--- config.mk ---
export PLATFORM = sky130hd
export DESIGN_NAME = key_matrix_debounce_hid_report_top_flat
export DESIGN_NICKNAME = d
export VERILOG_FILES = /design/src/hw/rtl/kmd_pkg.sv /design/src/hw/rtl/kmd_in_if.sv /design/src/hw/rtl/kmd_out_if.sv /design/src/hw/rtl/kmd_cfg_if.sv /design/src/hw/rtl/kmd_ctrl.sv /design/src/hw/rtl/kmd_datapath.sv /design/src/hw/rtl/key_matrix_debounce_hid_report_top.sv /design/src/flat_wrapper.sv
export SDC_FILE = /design/constraint.sdc
export NUM_CORES = 1
export LEC_CHECK = 0
export BUFFER_PORTS_ARGS = -buffer_cell sky130_fd_sc_hd__buf_2
export CAP_MARGIN = 20
export CORE_UTILIZATION = 25
export CTS_CLUSTER_SIZE = 10
export DETAILED_ROUTE_END_ITERATION = 8
export GPL_ROUTABILITY_DRIVEN = 0
export PLACE_DENSITY = 0.43
export REMOVE_ABC_BUFFERS = 1
export SKIP_LAST_GASP = 1
export SLEW_MARGIN = 20
export SYNTH_ARGS = -nofsm -noshare
export SYNTH_HDL_FRONTEND = slang
export SYNTH_SLANG_ARGS = --single-unit
--- constraint.sdc ---
create_clock -name clk -period 2.6 [get_ports clk]
set_input_delay 0.13 -clock clk [delete_from_list [all_inputs] [get_ports clk]]
set_output_delay 0.13 -clock clk [all_outputs]
set_load 0.02 [all_outputs]
--- src/hw/rtl/kmd_pkg.sv ---
package kmd_pkg;

  // Matrix geometry. Key index is row * COLUMN_COUNT + column.
  localparam int ROW_COUNT    = 3;
  localparam int COLUMN_COUNT = 3;
  localparam int KEY_TOTAL    = ROW_COUNT * COLUMN_COUNT;
  localparam int KEY_W        = (KEY_TOTAL > 1) ? $clog2(KEY_TOTAL) : 1;

  localparam int CNT_W       = 4;
  localparam int USAGE_BASE  = 4;
  localparam int REPORT_HDR  = 2;
  localparam int BOOT_LEN    = 8;
  localparam int BITMAP_LEN  = 34;
  localparam int BYTE_IDX_W  = 6;
  localparam int BYTE_W      = 8;
  localparam int RPT_ID_W    = 2;
  localparam int CODE_W      = BYTE_IDX_W + 3;

  localparam int CFG_IDX_W  = 1;
  localparam int CFG_DATA_W = 4;

  localparam logic [CNT_W-1:0] DEBOUNCE_RESET = 4'd3;
  localparam logic             MODE_RESET     = 1'b1;

  typedef enum logic [RPT_ID_W-1:0] {
    RPT_NONE   = 2'd0,
    RPT_BOOT   = 2'd1,
    RPT_BITMAP = 2'd2
  } report_id_t;

  typedef enum logic [CFG_IDX_W-1:0] {
    REG_DEBOUNCE_COUNT = 1'b0,
    REG_PROTOCOL_MODE  = 1'b1
  } cfg_reg_t;

  typedef enum logic {
    ST_IDLE,
    ST_EMIT
  } ctrl_state_t;

  typedef struct packed {
    logic accept;
    logic load;
  } dp_cmd_t;

  typedef struct packed {
    logic out_free;
    logic last_byte;
  } dp_status_t;

endpackage

--- src/hw/rtl/kmd_in_if.sv ---
interface kmd_in_if;
  logic                          valid;
  logic                          ready;
  logic [kmd_pkg::KEY_TOTAL-1:0] raw_keys;
  logic                          host_ready;

  modport source (output valid, output raw_keys, output host_ready, input ready);
  modport sink   (input valid, input raw_keys, input host_ready, output ready);
endinterface

--- src/hw/rtl/kmd_out_if.sv ---
interface kmd_out_if;
  logic                            valid;
  logic                            ready;
  logic [kmd_pkg::KEY_TOTAL-1:0]   key_state;
  logic [kmd_pkg::RPT_ID_W-1:0]    report_id;
  logic [kmd_pkg::BYTE_IDX_W-1:0]  byte_index;
  logic [kmd_pkg::BYTE_W-1:0]      byte_value;
  logic                            last;

  modport source (output valid, output key_state, output report_id, output byte_index,
                  output byte_value, output last, input ready);
  modport sink   (input valid, input key_state, input report_id, input byte_index,
                  input byte_value, input last, output ready);
endinterface

--- src/hw/rtl/kmd_cfg_if.sv ---
interface kmd_cfg_if;
  logic                            valid;
  logic                            ready;
  logic [kmd_pkg::CFG_IDX_W-1:0]   index;
  logic [kmd_pkg::CFG_DATA_W-1:0]  data;

  modport source (output valid, output index, output data, input ready);
  modport sink   (input valid, input index, input data, output ready);
endinterface

--- src/hw/rtl/kmd_ctrl.sv ---
module kmd_ctrl (
  input  logic                clk,
  input  logic                rst_n,
  input  logic                in_valid,
  output logic                in_ready,
  input  kmd_pkg::dp_status_t status,
  output kmd_pkg::dp_cmd_t    cmd
);
  import kmd_pkg::*;

  ctrl_state_t state_r, state_nxt;

  always_ff @(posedge clk) begin
    if (!rst_n) begin
      state_r <= ST_IDLE;
    end else begin
      state_r <= state_nxt;
    end
  end

  // Idle takes one scan; emit hands one byte a cycle to the output register while it is free.
  always_comb begin
    state_nxt  = state_r;
    in_ready   = 1'b0;
    cmd.accept = 1'b0;
    cmd.load   = 1'b0;
    unique case (state_r)
      ST_IDLE: begin
        in_ready   = 1'b1;
        cmd.accept = in_valid;
        if (in_valid) begin
          state_nxt = ST_EMIT;
        end
      end
      ST_EMIT: begin
        cmd.load = status.out_free;
        if (status.out_free && status.last_byte) begin
          state_nxt = ST_IDLE;
        end
      end
      default: begin
        state_nxt = ST_IDLE;
      end
    endcase
  end

endmodule

--- src/hw/rtl/kmd_datapath.sv ---
module kmd_datapath (
  input  logic                              clk,
  input  logic                              rst_n,
  input  kmd_pkg::dp_cmd_t                  cmd,
  output kmd_pkg::dp_status_t               status,
  input  logic [kmd_pkg::KEY_TOTAL-1:0]     raw_keys,
  input  logic                              host_ready,
  input  logic                              cfg_valid,
  input  logic [kmd_pkg::CFG_IDX_W-1:0]     cfg_index,
  input  logic [kmd_pkg::CFG_DATA_W-1:0]    cfg_data,
  input  logic                              out_ready,
  output logic                              out_valid,
  output logic [kmd_pkg::KEY_TOTAL-1:0]     out_key_state,
  output logic [kmd_pkg::RPT_ID_W-1:0]      out_report_id,
  output logic [kmd_pkg::BYTE_IDX_W-1:0]    out_byte_index,
  output logic [kmd_pkg::BYTE_W-1:0]        out_byte_value,
  output logic                              out_last
);
  import kmd_pkg::*;

  // Configuration registers.
  logic [CNT_W-1:0] debounce_count_r;
  logic             protocol_mode_r;

  // Debounce state.
  logic [KEY_TOTAL-1:0] stable_r, stable_nxt;
  logic [CNT_W-1:0]     cnt_r   [KEY_TOTAL];
  logic [CNT_W-1:0]     cnt_nxt [KEY_TOTAL];
  logic [CNT_W-1:0]     cnt_inc [KEY_TOTAL];
  logic [KEY_TOTAL-1:0] flip;

  // Report sequencing.
  report_id_t           kind_r;
  report_id_t           kind_nxt;
  logic [BYTE_IDX_W-1:0] byte_cnt_r;
  logic [BYTE_IDX_W-1:0] last_idx;
  logic [KEY_TOTAL-1:0] pend_r;
  logic [KEY_TOTAL-1:0] pend_low;
  logic [KEY_W-1:0]     pend_idx;

  logic [BYTE_W-1:0]     byte_val;
  logic [BYTE_IDX_W-1:0] bmp_pos;
  logic [CODE_W-1:0]     bmp_code [8];
  logic [CODE_W-1:0]     bmp_key  [8];

  logic out_valid_r;

  always_ff @(posedge clk) begin
    if (!rst_n) begin
      debounce_count_r <= DEBOUNCE_RESET;
      protocol_mode_r  <= MODE_RESET;
    end else if (cfg_valid) begin
      unique case (cfg_reg_t'(cfg_index))
        REG_DEBOUNCE_COUNT: debounce_count_r <= cfg_data;
        REG_PROTOCOL_MODE:  protocol_mode_r  <= cfg_data[0];
        default: begin
        end
      endcase
    end
  end

  // One independent lane per key.
  always_comb begin
    for (int i = 0; i < KEY_TOTAL; i++) begin
      cnt_inc[i]    = cnt_r[i] + 1'b1;
      flip[i]       = 1'b0;
      stable_nxt[i] = stable_r[i];
      if (raw_keys[i] == stable_r[i]) begin
        cnt_nxt[i] = '0;
      end else if (cnt_inc[i] >= debounce_count_r) begin
        cnt_nxt[i]    = '0;
        stable_nxt[i] = raw_keys[i];
        flip[i]       = 1'b1;
      end else begin
        cnt_nxt[i] = cnt_inc[i];
      end
    end
  end

  always_comb begin
    if (|flip && host_ready) begin
      kind_nxt = protocol_mode_r ? RPT_BITMAP : RPT_BOOT;
    end else begin
      kind_nxt = RPT_NONE;
    end
  end

  always_ff @(posedge clk) begin
    if (!rst_n) begin
      stable_r <= '0;
      for (int i = 0; i < KEY_TOTAL; i++) begin
        cnt_r[i] <= '0;
      end
    end else if (cmd.accept) begin
      stable_r <= stable_nxt;
      for (int i = 0; i < KEY_TOTAL; i++) begin
        cnt_r[i] <= cnt_nxt[i];
      end
    end
  end

  // Boot slots drain the pressed set lowest key first.
  assign pend_low = pend_r & (~pend_r + 1'b1);

  always_comb begin
    pend_idx = '0;
    for (int k = 0; k < KEY_TOTAL; k++) begin
      if (pend_low[k]) begin
        pend_idx = pend_idx | KEY_W'(k);
      end
    end
  end

  always_ff @(posedge clk) begin
    if (!rst_n) begin
      kind_r     <= RPT_NONE;
      byte_cnt_r <= '0;
      pend_r     <= '0;
    end else if (cmd.accept) begin
      kind_r     <= kind_nxt;
      byte_cnt_r <= '0;
      pend_r     <= stable_nxt;
    end else if (cmd.load) begin
      byte_cnt_r <= byte_cnt_r + 1'b1;
      if (kind_r == RPT_BOOT && byte_cnt_r >= BYTE_IDX_W'(REPORT_HDR)) begin
        pend_r <= pend_r & ~pend_low;
      end
    end
  end

  always_comb begin
    unique case (kind_r)
      RPT_BOOT:   last_idx = BYTE_IDX_W'(BOOT_LEN - 1);
      RPT_BITMAP: last_idx = BYTE_IDX_W'(BITMAP_LEN - 1);
      default:    last_idx = '0;
    endcase
  end

  // Bitmap byte p holds the usage codes 8p..8p+7, one bit each.
  assign bmp_pos = byte_cnt_r - BYTE_IDX_W'(REPORT_HDR);

  always_comb begin
    byte_val = '0;
    for (int b = 0; b < 8; b++) begin
      bmp_code[b] = {bmp_pos, 3'(b)};
      bmp_key[b]  = bmp_code[b] - CODE_W'(USAGE_BASE);
    end
    unique case (kind_r)
      RPT_BOOT: begin
        if (byte_cnt_r >= BYTE_IDX_W'(REPORT_HDR) && pend_r != '0) begin
          byte_val = BYTE_W'(USAGE_BASE) + BYTE_W'(pend_idx);
        end
      end
      RPT_BITMAP: begin
        if (byte_cnt_r >= BYTE_IDX_W'(REPORT_HDR)) begin
          for (int b = 0; b < 8; b++) begin
            if (bmp_code[b] >= CODE_W'(USAGE_BASE) && bmp_key[b] < CODE_W'(KEY_TOTAL)) begin
              byte_val[b] = stable_r[bmp_key[b][KEY_W-1:0]];
            end
          end
        end
      end
      default: begin
        byte_val = '0;
      end
    endcase
  end

  // Output register.
  always_ff @(posedge clk) begin
    if (!rst_n) begin
      out_valid_r <= 1'b0;
    end else if (cmd.load) begin
      out_valid_r <= 1'b1;
    end else if (out_ready) begin
      out_valid_r <= 1'b0;
    end
  end

  always_ff @(posedge clk) begin
    if (cmd.load) begin
      out_key_state  <= stable_r;
      out_report_id  <= kind_r;
      out_byte_index <= byte_cnt_r;
      out_byte_value <= byte_val;
      out_last       <= (byte_cnt_r == last_idx);
    end
  end

  assign out_valid        = out_valid_r;
  assign status.out_free  = !out_valid_r || out_ready;
  assign status.last_byte = (byte_cnt_r == last_idx);

endmodule

--- src/hw/rtl/key_matrix_debounce_hid_report_top.sv ---
// An item is taken in the idle state; its first result byte is then loaded into the output
// register from the emit state, and further report bytes follow one per cycle while the sink is ready.
// A new item is taken only after all result bytes of the last one are loaded: 1 (no report),
// 8 (boot) or 34 (bitmap), one report byte per cycle while the output register is free.
// Reset (rst_n, synchronous, active low): keys released, counters zero, debounce count 3,
// bitmap protocol mode, output empty.
module key_matrix_debounce_hid_report_top (
  input logic       clk,
  input logic       rst_n,
  kmd_in_if.sink    in_ch,
  kmd_out_if.source out_ch,
  kmd_cfg_if.sink   cfg_ch
);
  import kmd_pkg::*;

  dp_cmd_t    cmd;
  dp_status_t status;

  // Config writes are always taken; the user must write only while the block is idle; not enforced.
  assign cfg_ch.ready = 1'b1;

  // The controller sequences one scan at a time: it takes an item in the idle state,
  // then stays in the emit state until every result byte of that scan is loaded.
  kmd_ctrl u_ctrl (
    .clk      (clk),
    .rst_n    (rst_n),
    .in_valid (in_ch.valid),
    .in_ready (in_ch.ready),
    .status   (status),
    .cmd      (cmd)
  );

  // The datapath holds the debounce lanes, the configuration registers, the report
  // byte generator and the output register that decouples the result sink.
  kmd_datapath u_datapath (
    .clk            (clk),
    .rst_n          (rst_n),
    .cmd            (cmd),
    .status         (status),
    .raw_keys       (in_ch.raw_keys),
    .host_ready     (in_ch.host_ready),
    .cfg_valid      (cfg_ch.valid),
    .cfg_index      (cfg_ch.index),
    .cfg_data       (cfg_ch.data),
    .out_ready      (out_ch.ready),
    .out_valid      (out_ch.valid),
    .out_key_state  (out_ch.key_state),
    .out_report_id  (out_ch.report_id),
    .out_byte_index (out_ch.byte_index),
    .out_byte_value (out_ch.byte_value),
    .out_last       (out_ch.last)
  );

`ifndef SYNTHESIS
  // A taken scan blocks the input until its report bytes are loaded.
  a_busy_after_accept: assert property (@(posedge clk) disable iff (!rst_n)
    in_ch.valid && in_ch.ready |=> !in_ch.ready)
    else $error("input accepted again right after a scan");

  // A scan without a report gives exactly one empty, final result.
  a_none_single: assert property (@(posedge clk) disable iff (!rst_n)
    out_ch.valid && out_ch.report_id == RPT_NONE |->
      out_ch.last && out_ch.byte_value == '0 && out_ch.byte_index == '0)
    else $error("empty result is not a single final item");

  // The final byte of a bitmap report sits at the report's end.
  a_bitmap_last: assert property (@(posedge clk) disable iff (!rst_n)
    out_ch.valid && out_ch.report_id == RPT_BITMAP && out_ch.last |->
      out_ch.byte_index == BYTE_IDX_W'(BITMAP_LEN - 1))
    else $error("bitmap report ended at the wrong byte");

  // The final byte of a boot report sits at the report's end.
  a_boot_last: assert property (@(posedge clk) disable iff (!rst_n)
    out_ch.valid && out_ch.report_id == RPT_BOOT && out_ch.last |->
      out_ch.byte_index == BYTE_IDX_W'(BOOT_LEN - 1))
    else $error("boot report ended at the wrong byte");
`endif

endmodule

--- src/flat_wrapper.sv ---
// flat-port wrapper written by rule: the top's interface ports become plain ports
module key_matrix_debounce_hid_report_top_flat import kmd_pkg::*;
  (clk, rst_n, in_ch_valid, in_ch_raw_keys, in_ch_host_ready, in_ch_ready, out_ch_valid, out_ch_key_state, out_ch_report_id, out_ch_byte_index, out_ch_byte_value, out_ch_last, out_ch_ready, cfg_ch_valid, cfg_ch_index, cfg_ch_data, cfg_ch_ready);
  kmd_in_if in_ch_i ();
  kmd_out_if out_ch_i ();
  kmd_cfg_if cfg_ch_i ();
  input logic clk;
  input logic rst_n;
  input wire logic [$bits(in_ch_i.valid)-1:0] in_ch_valid;
  input wire logic [$bits(in_ch_i.raw_keys)-1:0] in_ch_raw_keys;
  input wire logic [$bits(in_ch_i.host_ready)-1:0] in_ch_host_ready;
  output wire logic [$bits(in_ch_i.ready)-1:0] in_ch_ready;
  output wire logic [$bits(out_ch_i.valid)-1:0] out_ch_valid;
  output wire logic [$bits(out_ch_i.key_state)-1:0] out_ch_key_state;
  output wire logic [$bits(out_ch_i.report_id)-1:0] out_ch_report_id;
  output wire logic [$bits(out_ch_i.byte_index)-1:0] out_ch_byte_index;
  output wire logic [$bits(out_ch_i.byte_value)-1:0] out_ch_byte_value;
  output wire logic [$bits(out_ch_i.last)-1:0] out_ch_last;
  input wire logic [$bits(out_ch_i.ready)-1:0] out_ch_ready;
  input wire logic [$bits(cfg_ch_i.valid)-1:0] cfg_ch_valid;
  input wire logic [$bits(cfg_ch_i.index)-1:0] cfg_ch_index;
  input wire logic [$bits(cfg_ch_i.data)-1:0] cfg_ch_data;
  output wire logic [$bits(cfg_ch_i.ready)-1:0] cfg_ch_ready;
  assign in_ch_i.valid = in_ch_valid;
  assign in_ch_i.raw_keys = in_ch_raw_keys;
  assign in_ch_i.host_ready = in_ch_host_ready;
  assign in_ch_ready = in_ch_i.ready;
  assign out_ch_valid = out_ch_i.valid;
  assign out_ch_key_state = out_ch_i.key_state;
  assign out_ch_report_id = out_ch_i.report_id;
  assign out_ch_byte_index = out_ch_i.byte_index;
  assign out_ch_byte_value = out_ch_i.byte_value;
  assign out_ch_last = out_ch_i.last;
  assign out_ch_i.ready = out_ch_ready;
  assign cfg_ch_i.valid = cfg_ch_valid;
  assign cfg_ch_i.index = cfg_ch_index;
  assign cfg_ch_i.data = cfg_ch_data;
  assign cfg_ch_ready = cfg_ch_i.ready;
  key_matrix_debounce_hid_report_top u_core (.clk(clk), .rst_n(rst_n), .in_ch(in_ch_i), .out_ch(out_ch_i), .cfg_ch(cfg_ch_i));
endmodule
# Word-level counts from Yosys, hierarchy flattened
# Memory sizes are Yosys's and may differ from the RTL's.
# Cells that the tools add are included.
dict set report op_classes {
  addsub 21
  n_lt_le_gt_ge 34
  eq_ne 12
  muxes 116
  n_bitwise 16
  reduce_logical 23
}
# cell count
set ops {}
lappend ops {{$mux 4} 28}
lappend ops {{$ge 9x3->1 const B} 8}
lappend ops {{$lt 9x4->1 const B} 8}
lappend ops {{$sub 9x3->9 const B} 8}
lappend ops {{$mux 1} 64}
lappend ops {{$lt 4x5->1 const B} 8}
lappend ops {{$add 4x1->4 const B} 9}
lappend ops {{$ge 4x4->1} 9}
lappend ops {{$bmux 1 s4} 8}
lappend ops {{$mux 9} 3}
lappend ops {{$and 9x9->9} 2}
lappend ops {{$not 9->9} 2}
lappend ops {{$pmux 8 s2} 1}
lappend ops {{$logic_and 1x1->1} 12}
lappend ops {{$mux 3} 4}
lappend ops {{$pmux 6 s2} 1}
lappend ops {{$add 9x1->9 const B} 1}
lappend ops {{$eq 1x1->1} 9}
lappend ops {{$or 1x1->1} 9}
lappend ops {{$reduce_bool 9->1} 1}
lappend ops {{$reduce_or 9->1} 1}
lappend ops {{$mux 2} 4}
lappend ops {{$mux 8} 1}
lappend ops {{$add 6x1->6 const B} 1}
lappend ops {{other kinds (14)} 20}
dict set report totals {
  reg_bits 59
  ram_bits 36
  input_bits 20
  elab_cells 236
  mem_count 1
}
# memory words word_bits rd rd_clocked_by_memory_dff write_ports line
set memory_table {}
lappend memory_table {u_core.u_datapath.cnt_r 9 4 9 0 9 kmd_datapath.sv:27} ;# logic [CNT_W-1:0] cnt_r [KEY_TOTAL];

# Longest topological paths before layout
dict set report depth {
  word_depth 14
  depth_mapped 9
  depth_no_buf 9
}

# Modules after synthesis
# From an unflattened synthesis, not the netlist that was laid out.
dict set report unflattened {
  cells_unflattened 476
  area_unflattened_um2 5161.2
}
# mod instances cells_each area_each_um2 seq_area_each_um2
set modules_own_cells {}
lappend modules_own_cells {kmd_datapath 1 468 5094.9 2502.4}
lappend modules_own_cells {kmd_ctrl 1 6 55.1 20.0}
lappend modules_own_cells {key_matrix_debounce_hid_report_top 1 2 11.3 0.0}

# Worst setup path before layout
# Ideal clock, no wire load.
dict set report synth_path {
  kind {register to register}
  start {mem u_core.u_datapath.cnt_r[0][0]}
  end {reg u_core.u_datapath.kind_r[1]}
  arrival_time_ns 2.101
  t_required_ns 2.483
  setup_slack_ns 0.382
  stages_incl_launch_ff 10
  path_buffers 0
  cell_sequence {edfxtp_1 > ha_1 > xor2_1 > ha_1 > o21a_1 > nor2_1 > a211oi_1 > a2111oi_0 > nand4_1 > a22o_1}
}
# element line
set synth_rtl {}
lappend synth_rtl {{start: declaration} kmd_datapath.sv:27}
lappend synth_rtl {{end signal: assignment} kmd_datapath.sv:120} ;# kind_r <= kind_nxt;
lappend synth_rtl {{end: declaration} kmd_datapath.sv:33} ;# report_id_t kind_r;

==> flow_metrics.tcl <==
set metrics [dict create \
    hold_viol 0 \
    min-delay-path-class "input port to register" \
    fin_skew_ps 8.044 \
    power.density_nw_per_um2 633.6 \
    synth_edf_count 62 \
    cp_common_cell "ha_1" \
    row_count 52 \
    comb_power_share_pct 20.1 \
    drc 0 \
    die_x_um 145.7 \
    insertion_delay_ps 350 \
    cts.sinks 95 \
    crit_path_cell_trace "ha_1 -> xor2_1 -> ha_1 -> o21a_1 -> nor2_1 -> a211oi_1 -> a2111oi_1 -> buf_4 -> nand4_1 -> a22o_1" \
    coreArea_sq_um 20230 \
    cp-start-kind "register" \
    outcome "finished clean" \
    critical_path_class "register to register" \
    p_int_mw 2.798 \
    drive_above_1_share_pct 17.88 \
    synth-async-reset-ratio_pct 0 \
    drt_first_pass_iters 4 \
    syn_area_per_cell_sq_um 10.89 \
    cap_violations 0 \
    leakagePower_nw 2.527 \
    cp.arrival_ps 2680 \
    r2r-start "u_core.u_datapath.cnt_r[0][0]" \
    wl_per_cell_um 14.96 \
    cts_tree "done" \
    num_vias 3647 \
    endpoint_kind "register" \
    grt_start_max_net_pins 27 \
    cts-root-buf "clkbuf_16" \
    vias_per_cell 4.458 \
    finish.utilization_pct 30.39 \
    critPathMaxFanout 2 \
    layout.cells.non_filler 818 \
    cts_made_buffers 9 \
    cts_buffer_depth 2 \
    area_growth_pct 19.15 \
    p_total_mw 3.896 \
    period_share_pct 94.08 \
    drtIter0Drc 215 \
    cp_slowest_stage_delay_ps 390 \
    place_hpwl_mm 9.113 \
    pin_count 49 \
    hold_buffers 0 \
    switching_share_pct 28.20 \
    ys_seq_area_share_pct 48.87 \
    grt_pass1_wl_mm 20.29 \
    routed_wl_mm 12.23 \
    yosysUniqueCellTypes 61 \
    fin_tns_setup_ps 0 \
    synth.ff_latch_count 95 \
    rsz0062_at_grt "no" \
    clk_pin_slew_ps 60 \
    start_util_pct 25.51 \
    placed_cells 802 \
    tightest_slew_ps 621.7 \
    yosys_warnings 0 \
    endpoint "u_core.u_datapath.kind_r[1]" \
    die_h_um 145.7 \
    grt-ovfl-total 0 \
    final_nets 618 \
    grt_pass1_vias 3741 \
    cp_slowest_cell "edfxtp_1" \
    power_frac_clock_pct 32.9 \
    power_switching_mw 1.099 \
    die_area_sq_um 21220 \
    reg2reg_depth 10 \
    fillers 2066 \
    crit_start "u_core.u_datapath.cnt_r[0][0]" \
    antenna_found_initial 0 \
    netlist_area_sq_um 5161 \
    synth_cells 474 \
    regToRegSetupSlack_ps 150 \
    ctsHtreeMaxLevel 3 \
    slew_headroom_pct 58.45 \
    period_minus_slack_ps 2446 \
    final-max-slew-violation-count 0 \
    r2r-end "u_core.u_datapath.kind_r[1]" \
    drt.antenna.violating_nets 0 \
    seqPwrFrac_pct 47.0 \
    portBuffers 47 \
    max_freq_mhz 408.8 \
    insertedDiodeCount 0 \
    setup_viol 0 \
    critPathRequiredTime_ps 2840 \
    grt_util_all_layers_pct 12.33 \
    irDropWorstVdd_v 0.0003271 \
    synthFlopType "edfxtp_1" \
]
-- metal layers --
metal	up-vias	GRT usage (%)	part of all wire [%]
met4	0	4.737	1.3
met3	12	2.069	2.8
met2	63	19.33	45
li1	1830	-	-
met5	-	0	0
met1	1742	16.93	51
-- cell usage after synthesis, drive strengths merged (4+ instances only) --
cell	number	share of area (%)
edfxtp	62	36
ha	55	13
nor2	47	3.4
dfxtp	33	13
inv	29	2.1
nand2	28	2.0
nor2b	26	3.2
o21ai	21	2.1
xnor2	19	3.2
xor2	18	3.1
nand3	15	1.5
a21oi	13	1.3
nor3	13	1.4
mux2i	9	1.7
clkbuf	7	0.51
nand2b	7	0.85
o211ai	6	0.97
a2111oi	5	0.99
a211oi	5	0.73
or3	5	0.70
or3b	5	0.85
nand4	4	0.48
o21a	4	0.58
-- state kept, by name, indices dropped and copies added (netlist names), 2 cells and up --
| register | flops |
|---|---|
| u_core.u_datapath.kind_r | 2 |
| u_core.u_datapath.stable_r | 9 |
| u_core.u_datapath.byte_cnt_r | 6 |
| u_core.u_datapath.out_key_state | 9 |
| u_core.u_datapath.out_byte_value | 8 |
| u_core.u_datapath.out_report_id | 2 |
| u_core.u_datapath.debounce_count_r | 4 |
| u_core.u_datapath.out_byte_index | 6 |
| u_core.u_datapath.pend_r | 9 |
| u_core.u_datapath.cnt_r | 36 |
-- timing repair --
item                                    CTS  global route
endpoints found under the setup margin    0             3
hold endpoints to repair                  0             0
buffers inserted                          0             0
gates resized for setup                   0             2
-- power by group through the flow --
stage / combinational (mW) / clock (mW) / sequential (mW)
6_report: 0.783 / 1.28 / 1.83
5_1_grt: 0.891 / 1.38 / 1.85
4_1_cts: 0.791 / 1.33 / 1.83
3_5_place_dp: 0.785 / 0 / 1.86
3_3_place_gp: 0.771 / 0 / 1.86
2_1_floorplan: 0.484 / 0 / 1.88
-- cells by family after synthesis --
family,count (synthesis),synth area share [%]
buffers and inverters,40,3.273
other,1,0.07266
AND/OR/NAND/NOR,162,16.05
multiplexers,10,1.964
XOR/XNOR,37,6.279
flip-flops,95,48.87
adder cells (fa/ha/maj),55,13.33
AO/OA/AOI/OAI,74,10.16
-- final cells by class --
cell class	instances	area, sq um	area share, %
flip-flops and latches	95	2522	41.02
multi-input cells	339	2472	40.20
repair buffers	68	417.9	6.796
well taps	270	337.8	5.493
clock buffers	13	270.3	4.395
inverters	30	112.6	1.831
clock inverters	3	16.27	0.2645
-- cell usage in the layout (no fill, tap or decap), drive strengths merged, types with 15 or more instances in the layout --
master / Yosys / final
nor2b: 26 / 26
inv: 29 / 30
xor2: 18 / 18
nor2: 47 / 47
nand2: 28 / 28
nand3: 15 / 15
dfxtp: 33 / 33
ha: 55 / 55
edfxtp: 62 / 62
buf: 3 / 68
xnor2: 19 / 19
o21ai: 21 / 21
-- through the flow --
stage	cell area, sq um	setup WS, ps	hold slack [ps]
global placement	5861	141.5	376.4
detailed placement	5861	133.6	369.2
global route	6150	2.381	13.97
finish	6150	154.0	15.87
floorplan	5105	201.2	191.9
CTS	6147	100.8	4.218
-- worst min-delay path by stage --
stage / start / to / slack, ps / cells after the start
after floorplan: rst_n / u_core.u_datapath.debounce_count_r[0] / 190 / 1
after global placement: cfg_ch_data[1] / u_core.u_datapath.debounce_count_r[1] / 380 / 3
after detailed placement: cfg_ch_data[1] / u_core.u_datapath.debounce_count_r[1] / 370 / 3
after CTS: cfg_ch_data[1] / u_core.u_datapath.debounce_count_r[1] / 4 / 3
after global routing: cfg_ch_data[1] / u_core.u_datapath.debounce_count_r[1] / 10 / 3
final: cfg_ch_data[1] / u_core.u_datapath.debounce_count_r[1] / 20 / 3
-- critical path, delay by kind of cell (launching register included) --
family                   cells  cell delay [ps]
adder cells (fa/ha/maj)      2              520
flip-flops                   1              390
AO/OA/AOI/OAI                4              840
buffers and inverters        1              180
XOR/XNOR                     1              170
AND/OR/NAND/NOR              2              250
Power figures use the tool's default switching activity.
